<file path="config.mk">
export PLATFORM = sky130hd
export DESIGN_NAME = aligned_bump_allocator_with_mark_stack
export DESIGN_NICKNAME = d
export VERILOG_FILES = /design/src/hw/rtl/abump_pkg.sv /design/src/hw/rtl/abump_div.sv /design/src/hw/rtl/aligned_bump_allocator_with_mark_stack.sv
export VERILOG_INCLUDE_DIRS = /design/src /design/src/hw/rtl
export SDC_FILE = /design/constraint.sdc
export NUM_CORES = 2
export LEC_CHECK = 0
export BUFFER_PORTS_ARGS = -buffer_cell sky130_fd_sc_hd__buf_2
export CAP_MARGIN = 5
export CORE_ASPECT_RATIO = 1.5
export CORE_MARGIN = 3
export CORE_UTILIZATION = 45
export CTS_CLUSTER_DIAMETER = 60
export DETAILED_ROUTE_END_ITERATION = 6
export MAX_ROUTING_LAYER = met4
export PLACE_DENSITY_LB_ADDON = 0.25
export SETUP_SLACK_MARGIN = 0.3
export SYNTH_ARGS = -nofsm -noshare
export SYNTH_HDL_FRONTEND = slang
export SYNTH_SLANG_ARGS = --single-unit
</file>
<file path="constraint.sdc">
create_clock -name clk -period 10.6 [get_ports clk]
set_input_delay 1.06 -clock clk [delete_from_list [all_inputs] [get_ports clk]]
set_output_delay 1.06 -clock clk [all_outputs]
set_load 0.02 [all_outputs]
</file>
<file path="src/hw/rtl/aligned_bump_allocator_with_mark_stack_assert.svh">
// Assertion macros for the aligned bump allocator.
`ifndef ALIGNED_BUMP_ALLOCATOR_WITH_MARK_STACK_ASSERT_SVH
`define ALIGNED_BUMP_ALLOCATOR_WITH_MARK_STACK_ASSERT_SVH
`ifndef SYNTHESIS
// Same-cycle implication, sampled on clk, off while rst_n is low.
`define ABUMP_ASSERT(label, ante, cons) \
  label: assert property (@(posedge clk) disable iff (!rst_n) (ante) |-> (cons)) \
    else $error("aligned bump allocator: assertion failed");
// Next-cycle implication.
`define ABUMP_ASSERT_NEXT(label, ante, cons) \
  label: assert property (@(posedge clk) disable iff (!rst_n) (ante) |=> (cons)) \
    else $error("aligned bump allocator: assertion failed");
`else
`define ABUMP_ASSERT(label, ante, cons)
`define ABUMP_ASSERT_NEXT(label, ante, cons)
`endif
`endif

</file>
<file path="src/hw/rtl/abump_pkg.sv">
// Shared types and codes of the aligned bump allocator.
`timescale 1ns / 1ps
package abump_pkg;

  localparam int FIELD_W  = 32;
  localparam int ALIGN_W  = 32;
  localparam int STATUS_W = 3;
  localparam int CMD_W    = 2;

  typedef logic [STATUS_W-1:0] status_t;
  typedef logic [CMD_W-1:0]    cmd_t;

  localparam status_t ST_OK         = 3'd0;
  localparam status_t ST_NO_SPACE   = 3'd1;
  localparam status_t ST_ZERO_ALIGN = 3'd2;
  localparam status_t ST_POP_EMPTY  = 3'd3;
  localparam status_t ST_STACK_FULL = 3'd4;

  localparam cmd_t CMD_ALLOC = 2'd0;
  localparam cmd_t CMD_POP   = 2'd1;
  localparam cmd_t CMD_RESET = 2'd2;

endpackage

</file>
<file path="src/hw/rtl/abump_div.sv">
// Bit-serial restoring remainder unit: one dividend bit per cycle.
`timescale 1ns / 1ps
module abump_div #(
  parameter int DVD_W = 32
) (
  input  logic                         clk,
  input  logic                         rst_n,
  input  logic                         start,
  input  logic [DVD_W-1:0]             dividend,
  input  logic [abump_pkg::ALIGN_W-1:0] divisor,
  output logic                         done,
  output logic [abump_pkg::ALIGN_W-1:0] remainder
);

  localparam int DW   = abump_pkg::ALIGN_W;
  localparam int CNTW = $clog2(DVD_W + 1);

  logic [DVD_W-1:0] dvd_r, dvd_nxt;
  logic [DW-1:0]    dsr_r, dsr_nxt;
  logic [DW-1:0]    rem_r, rem_nxt;
  logic [CNTW-1:0]  cnt_r, cnt_nxt;
  logic             busy_r, busy_nxt;
  logic             done_r, done_nxt;
  logic [DW:0]      partial;
  logic [DW:0]      diff;

  assign partial = {rem_r, dvd_r[DVD_W-1]};
  assign diff    = partial - {1'b0, dsr_r};

  always_comb begin
    dvd_nxt  = dvd_r;
    dsr_nxt  = dsr_r;
    rem_nxt  = rem_r;
    cnt_nxt  = cnt_r;
    busy_nxt = busy_r;
    done_nxt = 1'b0;
    if (start) begin
      dvd_nxt  = dividend;
      dsr_nxt  = divisor;
      rem_nxt  = '0;
      cnt_nxt  = CNTW'(DVD_W);
      busy_nxt = 1'b1;
    end else if (busy_r) begin
      dvd_nxt = dvd_r << 1;
      // keep the trial difference when it did not go negative
      rem_nxt = diff[DW] ? partial[DW-1:0] : diff[DW-1:0];
      cnt_nxt = cnt_r - CNTW'(1);
      if (cnt_r == CNTW'(1)) begin
        busy_nxt = 1'b0;
        done_nxt = 1'b1;
      end
    end
  end

  always_ff @(posedge clk) begin
    if (!rst_n) begin
      busy_r <= 1'b0;
      done_r <= 1'b0;
      cnt_r  <= '0;
    end else begin
      busy_r <= busy_nxt;
      done_r <= done_nxt;
      cnt_r  <= cnt_nxt;
    end
  end

  always_ff @(posedge clk) begin
    dvd_r <= dvd_nxt;
    dsr_r <= dsr_nxt;
    rem_r <= rem_nxt;
  end

  assign done      = done_r;
  assign remainder = rem_r;

endmodule

</file>
<file path="src/hw/rtl/aligned_bump_allocator_with_mark_stack.sv">
// Aligned bump allocator with a mark stack: top level.
// Steps per request: allocate goes through decode, the bit-serial remainder
//   unit (one fill bit per cycle), pad, sum, check and finish; pop goes through
//   decode, the registered stack read and finish; reset, unused code and allocate rejected early go to finish.
// One request in flight: a new request is taken only in idle, after finish.
// rst_n (sync, active low) clears fill, count, arena and handshakes, not the stack.
`timescale 1ns / 1ps
`include "aligned_bump_allocator_with_mark_stack_assert.svh"
module aligned_bump_allocator_with_mark_stack #(
  parameter int STACK_DEPTH = 64,
  parameter int OFFSET_BITS = 32
) (
  input  logic                            clk,
  input  logic                            rst_n,
  // configuration write channel
  input  logic                            cfg_valid,
  output logic                            cfg_ready,
  input  logic [abump_pkg::FIELD_W-1:0]   cfg_arena_size,
  // request channel
  input  logic                            in_valid,
  output logic                            in_ready,
  input  logic [abump_pkg::CMD_W-1:0]     in_command,
  input  logic [abump_pkg::FIELD_W-1:0]   in_req_size,
  input  logic [abump_pkg::ALIGN_W-1:0]   in_alignment,
  // result channel
  input  logic                            out_ready,
  output logic                            out_valid,
  output logic [abump_pkg::STATUS_W-1:0]  out_status,
  output logic [abump_pkg::FIELD_W-1:0]   out_alloc_offset,
  output logic [abump_pkg::FIELD_W-1:0]   out_fill_after
);

  localparam int OW   = OFFSET_BITS;
  localparam int FW   = abump_pkg::FIELD_W;
  localparam int AL   = abump_pkg::ALIGN_W;
  // compare width: size + pad needs 33 bits, remaining needs OW bits
  localparam int CW   = (OW > FW + 1) ? OW : FW + 1;
  localparam int AW   = (STACK_DEPTH > 1) ? $clog2(STACK_DEPTH) : 1;
  localparam int CNTW = $clog2(STACK_DEPTH + 1);

  // sequencer states
  localparam logic [2:0] S_IDLE   = 3'd0;
  localparam logic [2:0] S_DECODE = 3'd1;
  localparam logic [2:0] S_DIVIDE = 3'd2;
  localparam logic [2:0] S_PAD    = 3'd3;
  localparam logic [2:0] S_SUM    = 3'd4;
  localparam logic [2:0] S_CHECK  = 3'd5;
  localparam logic [2:0] S_POP    = 3'd6;
  localparam logic [2:0] S_FINISH = 3'd7;

  logic [2:0]               state_r, state_nxt;
  logic [OW-1:0]            arena_r, arena_nxt;
  logic [OW-1:0]            fill_r, fill_nxt;
  logic [CNTW-1:0]          count_r, count_nxt;
  logic                     out_valid_r, out_valid_nxt;

  // latched request
  abump_pkg::cmd_t          cmd_r;
  logic [FW-1:0]            size_r;
  logic [AL-1:0]            align_r;

  // allocate datapath
  logic [AL-1:0]            pad_r, pad_nxt;
  logic [OW-1:0]            remaining_r, remaining_nxt;
  logic [CW-1:0]            need_r, need_nxt;
  logic [OW-1:0]            aligned_r, aligned_nxt;

  // pending result
  abump_pkg::status_t       res_status_r, res_status_nxt;
  logic [OW-1:0]            res_offset_r, res_offset_nxt;

  // output register
  abump_pkg::status_t       out_status_r;
  logic [FW-1:0]            out_offset_r;
  logic [FW-1:0]            out_fill_r;

  // mark stack memory
  logic [OW-1:0]            stack_mem [STACK_DEPTH];
  logic [OW-1:0]            rd_data_r;
  logic [CNTW-1:0]          cnt_dec;
  logic [AW-1:0]            rd_addr;
  logic [AW-1:0]            wr_addr;
  logic                     rd_en;
  logic                     push;

  logic                     div_start;
  logic                     div_done;
  logic [AL-1:0]            div_rem;

  logic                     in_take;
  logic                     out_load;
  logic                     stack_full;

  abump_div #(
    .DVD_W (OW)
  ) u_div (
    .clk       (clk),
    .rst_n     (rst_n),
    .start     (div_start),
    .dividend  (fill_r),
    .divisor   (align_r),
    .done      (div_done),
    .remainder (div_rem)
  );

  assign cfg_ready  = 1'b1;
  assign in_ready   = (state_r == S_IDLE);
  assign in_take    = in_valid && in_ready;
  assign out_load   = (state_r == S_FINISH) && (!out_valid_r || out_ready);
  assign cnt_dec    = count_r - CNTW'(1);
  assign rd_addr    = cnt_dec[AW-1:0];
  assign wr_addr    = count_r[AW-1:0];
  assign stack_full = (count_r == CNTW'(STACK_DEPTH));

  always_comb begin
    state_nxt      = state_r;
    arena_nxt      = arena_r;
    fill_nxt       = fill_r;
    count_nxt      = count_r;
    out_valid_nxt  = out_valid_r;
    pad_nxt        = pad_r;
    remaining_nxt  = remaining_r;
    need_nxt       = need_r;
    aligned_nxt    = aligned_r;
    res_status_nxt = res_status_r;
    res_offset_nxt = res_offset_r;
    div_start      = 1'b0;
    rd_en          = 1'b0;
    push           = 1'b0;

    if (cfg_valid && cfg_ready) begin
      arena_nxt = OW'(cfg_arena_size);
    end
    if (out_valid_r && out_ready) begin
      out_valid_nxt = 1'b0;
    end

    unique case (state_r)
      S_IDLE: begin
        if (in_take) begin
          state_nxt = S_DECODE;
        end
      end
      S_DECODE: begin
        res_status_nxt = abump_pkg::ST_OK;
        res_offset_nxt = '0;
        state_nxt      = S_FINISH;
        unique case (cmd_r)
          abump_pkg::CMD_ALLOC: begin
            // zero alignment wins over every other check
            if (align_r == '0) begin
              res_status_nxt = abump_pkg::ST_ZERO_ALIGN;
            end else if (fill_r >= arena_r) begin
              res_status_nxt = abump_pkg::ST_NO_SPACE;
            end else begin
              div_start = 1'b1;
              state_nxt = S_DIVIDE;
            end
          end
          abump_pkg::CMD_POP: begin
            if (count_r == '0) begin
              res_status_nxt = abump_pkg::ST_POP_EMPTY;
            end else begin
              rd_en     = 1'b1;
              count_nxt = cnt_dec;
              state_nxt = S_POP;
            end
          end
          abump_pkg::CMD_RESET: begin
            fill_nxt  = '0;
            count_nxt = '0;
          end
          default: begin
            // unused code: no state change, ok status
          end
        endcase
      end
      S_DIVIDE: begin
        if (div_done) begin
          state_nxt = S_PAD;
        end
      end
      S_PAD: begin
        pad_nxt       = (div_rem == '0) ? '0 : (align_r - div_rem);
        remaining_nxt = arena_r - fill_r;
        state_nxt     = S_SUM;
      end
      S_SUM: begin
        need_nxt    = CW'(size_r) + CW'(pad_r);
        aligned_nxt = OW'(CW'(fill_r) + CW'(pad_r));
        state_nxt   = S_CHECK;
      end
      S_CHECK: begin
        state_nxt = S_FINISH;
        if (need_r > CW'(remaining_r)) begin
          res_status_nxt = abump_pkg::ST_NO_SPACE;
        end else if (stack_full) begin
          res_status_nxt = abump_pkg::ST_STACK_FULL;
        end else begin
          push           = 1'b1;
          count_nxt      = count_r + CNTW'(1);
          res_offset_nxt = aligned_r;
          fill_nxt       = OW'(CW'(aligned_r) + CW'(size_r));
        end
      end
      S_POP: begin
        fill_nxt  = rd_data_r;
        state_nxt = S_FINISH;
      end
      S_FINISH: begin
        if (out_load) begin
          out_valid_nxt = 1'b1;
          state_nxt     = S_IDLE;
        end
      end
    endcase
  end

  // control state
  always_ff @(posedge clk) begin
    if (!rst_n) begin
      state_r     <= S_IDLE;
      arena_r     <= '0;
      fill_r      <= '0;
      count_r     <= '0;
      out_valid_r <= 1'b0;
    end else begin
      state_r     <= state_nxt;
      arena_r     <= arena_nxt;
      fill_r      <= fill_nxt;
      count_r     <= count_nxt;
      out_valid_r <= out_valid_nxt;
    end
  end

  // payload registers
  always_ff @(posedge clk) begin
    if (in_take) begin
      cmd_r   <= in_command;
      size_r  <= in_req_size;
      align_r <= in_alignment;
    end
    pad_r        <= pad_nxt;
    remaining_r  <= remaining_nxt;
    need_r       <= need_nxt;
    aligned_r    <= aligned_nxt;
    res_status_r <= res_status_nxt;
    res_offset_r <= res_offset_nxt;
    if (out_load) begin
      out_status_r <= res_status_r;
      out_offset_r <= FW'(res_offset_r);
      out_fill_r   <= FW'(fill_r);
    end
  end

  // mark stack: one write port, one registered read port
  always_ff @(posedge clk) begin
    if (push) begin
      stack_mem[wr_addr] <= fill_r;
    end
  end

  always_ff @(posedge clk) begin
    if (rd_en) begin
      rd_data_r <= stack_mem[rd_addr];
    end
  end

  assign out_valid        = out_valid_r;
  assign out_status       = out_status_r;
  assign out_alloc_offset = out_offset_r;
  assign out_fill_after   = out_fill_r;

  // mark count never passes the stack depth
  `ABUMP_ASSERT(a_count_bound, 1'b1, count_r <= CNTW'(STACK_DEPTH))
  // remainder unit only finishes while the sequencer waits for it
  `ABUMP_ASSERT(a_div_done_state, div_done, state_r == S_DIVIDE)
  // a push keeps the fill inside the arena and bumps the count by one
  `ABUMP_ASSERT_NEXT(a_push_fits, push,
                     (fill_r <= arena_r) && (count_r == $past(count_r) + CNTW'(1)))

endmodule
</file>
# Yosys cells after proc, flatten, opt, wreduce, memory -nomap -nowiden

Memories as Yosys holds them, arrays and structs flattened. A register that Yosys moved wholly into a read port is not among the register bits.
Index checks and enable logic that the tools add are counted.

Add/sub/neg operators: 9
$lt $le $gt $ge: 2
Equality and inequality tests: 20
Muxes and demuxes: 51
Bitwise gates (word level): 2
Reductions and logical operators: 21

Operators with widths:

| cell                | count |
|---|---|
| $mux 32             | 8 |
| $pmux 32 s3         | 1 |
| $add 32x32->32      | 2 |
| $logic_not 32->1    | 2 |
| $pmux 32 s2         | 1 |
| $sub 32x32->32      | 2 |
| $add 32x32->33      | 1 |
| $gt 33x32->1        | 1 |
| $sub 33x32->33      | 1 |
| $ge 32x32->1        | 1 |
| $pmux 7 s2          | 2 |
| $mux 1              | 21 |
| $mux 3              | 7 |
| $mux 7              | 3 |
| $pmux 3 s7          | 1 |
| $eq 3x3->1 const B  | 4 |
| $mux 6              | 2 |
| $pmux 3 s2          | 2 |
| $add 7x1->7 const B | 1 |
| $eq 7x7->1 const B  | 1 |
| $logic_not 7->1     | 1 |
| $sub 7x1->7 const B | 1 |
| $eq 3x2->1 const B  | 2 |
| $eq 6x1->1 const B  | 1 |
| 24 further kinds    | 36 |

Flip-flop bits (word level): 476
RAM bits: 2,048
Bits of input ports: 103
Output and inout bits: 70
Word-level logic and storage cells: 130
Memories: 1

Memory list:

| memory    | depth | width | rd ports | clocked after memory_dff | wr ports | RTL line                                     | source |
|---|---|---|---|---|---|---|---|
| stack_mem | 64    | 32    | 1        | 1                        | 1        | aligned_bump_allocator_with_mark_stack.sv:78 | `logic [OW-1:0] stack_mem [STACK_DEPTH];` |

# Logic depth before layout (Yosys ltp)

Depth in word-level cells: 6
Gate-level depth with buffers: 15
Gate-level depth less buffers: 13

# Modules after synthesis

From an unflattened synthesis, not the netlist that was laid out.

Cell total of the unflattened synthesis: 5,587
Area, all modules: 105,981.6 um^2

By module, submodules not included:

| module                                 | instances | cells an instance | area each (um^2) | sequential area each (um^2) |
|---|---|---|---|---|
| aligned_bump_allocator_with_mark_stack | 1         | 4,996             | 100,127.3        | 72,879.9 |
| abump_div                              | 1         | 591               | 5,854.4          | 2,722.6 |

# Worst setup path before layout

Ideal clock, no wire load.

Path type: register -> register
Start: register state_r[0]
End: register pad_r[0] (enable)
Setup time: 565 ps
Arrival time: 5,116 ps
Path slack: 4,919 ps
Cell stages (with the launch flop): 4
Path buffers: 1
Clock period less this slack: 5,681 ps
Cell sequence: dfxtp_1 clkbuf_1 inv_1 nor3_1

Longest elaborated chain between the ends: 1

Ends and longest elaborated chain:

| item                   | RTL line                                      | source |
|---|---|---|
| start, declared        | aligned_bump_allocator_with_mark_stack.sv:51  | `logic [2:0] state_r, state_nxt;` |
| start signal, assigned | aligned_bump_allocator_with_mark_stack.sv:228 | `state_r <= state_nxt;` |
| $eq 3x2->1             | aligned_bump_allocator_with_mark_stack.sv:138 | `unique case (state_r)` |
| end signal, assigned   | aligned_bump_allocator_with_mark_stack.sv:243 | `pad_r <= pad_nxt;` |
| end, declared          | aligned_bump_allocator_with_mark_stack.sv:63  | `logic [AL-1:0] pad_r, pad_nxt;` |

No other way between the ends.
A chain may end at the register's enable or synchronous reset.

# Final worst setup path

Start: register need_r[18]
End: memory stack_mem[52][31] (netlist name) (enable)

Longest elaborated chain between the ends: 5

Ends and longest elaborated chain:

| item                         | RTL line                                      | source |
|---|---|---|
| start, declared              | aligned_bump_allocator_with_mark_stack.sv:65  | `logic [CW-1:0] need_r, need_nxt;` |
| start signal, assigned       | aligned_bump_allocator_with_mark_stack.sv:245 | `need_r <= need_nxt;` |
| $gt 33x32->1                 | aligned_bump_allocator_with_mark_stack.sv:195 | `if (need_r > CW'(remaining_r)) begin` |
| $mux 1                       | aligned_bump_allocator_with_mark_stack.sv:195 |  |
| $mux 1                       | aligned_bump_allocator_with_mark_stack.sv:138 |  |
| $mux 1                       | aligned_bump_allocator_with_mark_stack.sv:258 | `if (push) begin` |
| $mux 1 (not written as such) | aligned_bump_allocator_with_mark_stack.sv:259 | `stack_mem[wr_addr] <= fill_r;` |
| end, declared                | aligned_bump_allocator_with_mark_stack.sv:78  |  |

No other way between the ends.

==> results.yml <==
floorplanning:
  die_h_um: 599.5
  start_util_pct: 45.31
  ios: 173
  die_w_um: 401.7
  dieArea_mm2: 0.2408
  coreArea_mm2: 0.2332
  row_count: 217
finish:
  drive_gt1_share_pct: 24.72
  nets: 6138
  multi_input_area_mm2: 0.02900
  fin_util_pct: 50.99
  fillers: 18420
  reg.largest.list: "stack_mem x2048, need_r x33"
  regArea_mm2: 0.07565
  largest_reg_flops: 2048
  finalNonFillerCells: 9064
  largest-register: "stack_mem"
  area_delta_synth_final_pct: 12.53
placement:
  pre_cts_ws_ps: 4686
  place.gp.congestion: 0.9419
  portBuffers: 171
  place_hpwl_um: 186100
  dp_cells: 8626
clocking:
  cts_resized: 0
  clkLatencyLatePin_ps: 900
  htreeDepth: 4
  hold_buffers: 0
  clk_pin_slew_ps: 60
  cts_setup_buffers: 0
  clockBufferDepth: 4
  clock-root-buffer: "clkbuf_16"
  cts_sinks: 2556
  cts_made_buffers: 238
  cts_tree: "yes"
detailed_routing:
  wire_per_inst_um: 31.67
  vias: 53940
  drtAntennaViolNets: 0
  drt_iter0_markers: 5685
  viasPerCell: 5.951
  drc: 1
  wirelength_um: 287000
  drt-pass1-iter-count: 7
synth:
  synth_top_family_by_area: "multiplexers"
  async_flop_share_pct: 0
  syn-num-nets: 5820
  synthTopCellsByCount: "edfxtp_1 (2,441), mux4_2 (672), nor2_1 (285), ha_1 (229), a21oi_1 (178)"
  syn-mean-instance-area_um2: 19.28
  synth_edf_count: 2441
  yosys.area_share.adder_pct: 2.825
  synthXorXnorAreaFrac_pct: 1.393
  ys_types: 99
  synth_ff_type: "edfxtp_1"
  synth_seq_cells: 2556
  synth_top_cell_area_share_pct: 69.36
  syn_inst: 5482
  yosys_warnings: 0
  synth_area_mm2: 0.1057
  synthTopCellsByArea: "edfxtp_1 (69%), mux4_2 (14%), ha_1 (2.7%), dfxtp_1 (2.2%), nor2_1 (1.0%)"
  post-synth-top-area-cell: "edfxtp_1"
  yosysMostFrequentCell: "edfxtp_1"
  muxShareOfSynthArea_pct: 15.25
  synth_compound_area_share_pct: 4.272
  synth-simple-area-share_pct: 3.122
  synth-seq-area-share_pct: 71.54
sta:
  period_minus_slack_ps: 6020
  drv_slew: 0
  setup_tns_ps: 0
  finalSetupViolCount: 0
  finalHoldViolCount: 0
  clock.fmax_mhz: 166.1
  layout_setup_ws_ps: 4580
  fin_skew_ps: 92.72
  rsz0062_at_grt: "false"
  period_share_pct: 56.79
  tightest_slew_ps: 1361
  slew_headroom_pct: 8.608
worst_setup_path:
  setup.worst_path.start_class: "register"
  rrSetupSlack_ps: 4580
  max_stage_delay_ps: 1190
  required_ps: 11020
  rr_startpoint: "need_r[18]$_DFFE_PP_"
  critPathKind: "register to register"
  cp_top_family: "simple AND/OR/NAND/NOR gates"
  cpMaxStageDelayCell: "nor2_4"
  crit_fanout: 32
  cp_num_buf_inv: 1
  cp_cell_sequence: "ha_1 > nand4_1 > nor4_1 > nand4_1 > nor3b_1 > a22oi_1 > and2_1 > inv_1 > nor2_1 > nand3_1 > nor2_4"
  arrival_ps: 6440
  end_kind: "register"
  r2r-end: "stack_mem[52][31]$_DFFE_PP_"
  timing.critical_path.mode_cell: "nand4_1"
  reg2reg_depth: 11
flow_run:
  maxCapViolations: 0
min_path:
  min-delay-path-class: "primary input to register"
  hold_end: "align_r[11]$_DFFE_PP_"
  holdPathStages: 1
  hp-start: "in_alignment[11]"
power:
  vdd_drop_max_v: 0.0001860
  power.total_w: 0.02713
  leakagePower_nw: 39.37
  p_per_area_mw_per_mm2: 228.2
global_routing:
  grt_pass1_vias: 55650
  grt_start_max_net_pins: 130
  antenna_found_initial: 20
  track_usage_pct: 24.55
  gr-total-overflow: 0
  grt_pass1_wl_um: 410400
status:
  outcome: "finished, violations left"
  violations: "design-rule violations"
## worst max-delay path by stage
stage,to,start,slack [ps],depth (start not counted)
final,stack_mem[52][31]$_DFFE_PP_,need_r[18]$_DFFE_PP_,4580,11
after detailed placement,stack_mem[17][5]$_DFFE_PP_,need_r[18]$_DFFE_PP_,4690,11
after floorplan,pad_r[0]$_SDFFCE_PN0N_,state_r[0]$_SDFFE_PN0P_,4920,3
after CTS,stack_mem[17][13]$_DFFE_PP_,need_r[18]$_DFFE_PP_,4640,11
after global routing,stack_mem[17][27]$_DFFE_PP_,remaining_r[19]$_DFFE_PN_,4400,12
after global placement,stack_mem[16][21]$_DFFE_PP_,remaining_r[19]$_DFFE_PN_,4800,12
## metal layers
metal	GRT usage [%]	vias to the layer above	wire [µm]
met4	11.58	0	16120
li1	-	23080	-
met2	43.39	1785	153400
met5	-	-	0
met1	27.64	28570	102300
met3	3.275	506	15300
## where the power goes
| part | switching (W) | internal [W] | leakage (nW) |
|---|---|---|---|
| Clock | 0.00374 | 0.00497 | 3.81 |
| Sequential | 0.000323 | 0.0117 | 23.7 |
| Combinational | 0.00382 | 0.00254 | 11.8 |
| Total | 0.00788 | 0.0193 | 39.4 |
## per-stage QoR
| step | hold slack [ps] | cell area (µm²) |
|---|---|---|
| after floorplan | 400.3 | 105700 |
| final | 344.7 | 118900 |
| after global routing | 307.5 | 118900 |
| after global placement | 402.0 | 111100 |
| after CTS | 293.9 | 118900 |
| after detailed placement | 404.5 | 111100 |
## area by class of cell
cell class,instances,area share [%]
Tap cell,3066,3.226
Inverter,178,0.5618
Multi-Input combinational cell,2521,24.38
Antenna cell,8,0.01683
Clock buffer,285,5.228
Clock inverter,145,1.349
Timing Repair Buffer,305,1.629
Sequential cell,2556,63.61
## placed cells by master, fill, tap and decap left out, types with 32 or more instances in the layout
cell	Yosys	routed
nand2_1	105	104
xnor2_1	100	98
o21ai_0	91	91
xor2_1	65	63
mux4_2	672	672
nor2_4	0	66
nor2_1	285	218
buf_4	1	128
ha_1	229	228
mux2i_1	60	60
a21o_1	106	106
a211oi_1	62	62
inv_1	177	177
clkbuf_1	146	43
nand4_1	34	34
edfxtp_1	2441	2441
clkinv_2	0	42
mux2_1	32	32
dfxtp_1	115	81
buf_2	3	171
nand3_1	38	38
clkinv_1	0	43
a21oi_1	178	177
nor3_1	40	39
bufinv_16	0	33
dfxtp_2	0	33
clkbuf_16	0	242
and3_1	51	48
## logic make-up (layout without fill, tap and decap cells)
group / count (synthesis) / count (layout)
mux: 766 / 766
compound gates: 667 / 667
fa+ha+maj: 235 / 235
flops: 2556 / 2556
simple gates: 686 / 686
other cells: 1 / 9
buf+inv: 405 / 913
xor+xnor: 166 / 166
Power figures use the tool's default switching activity.
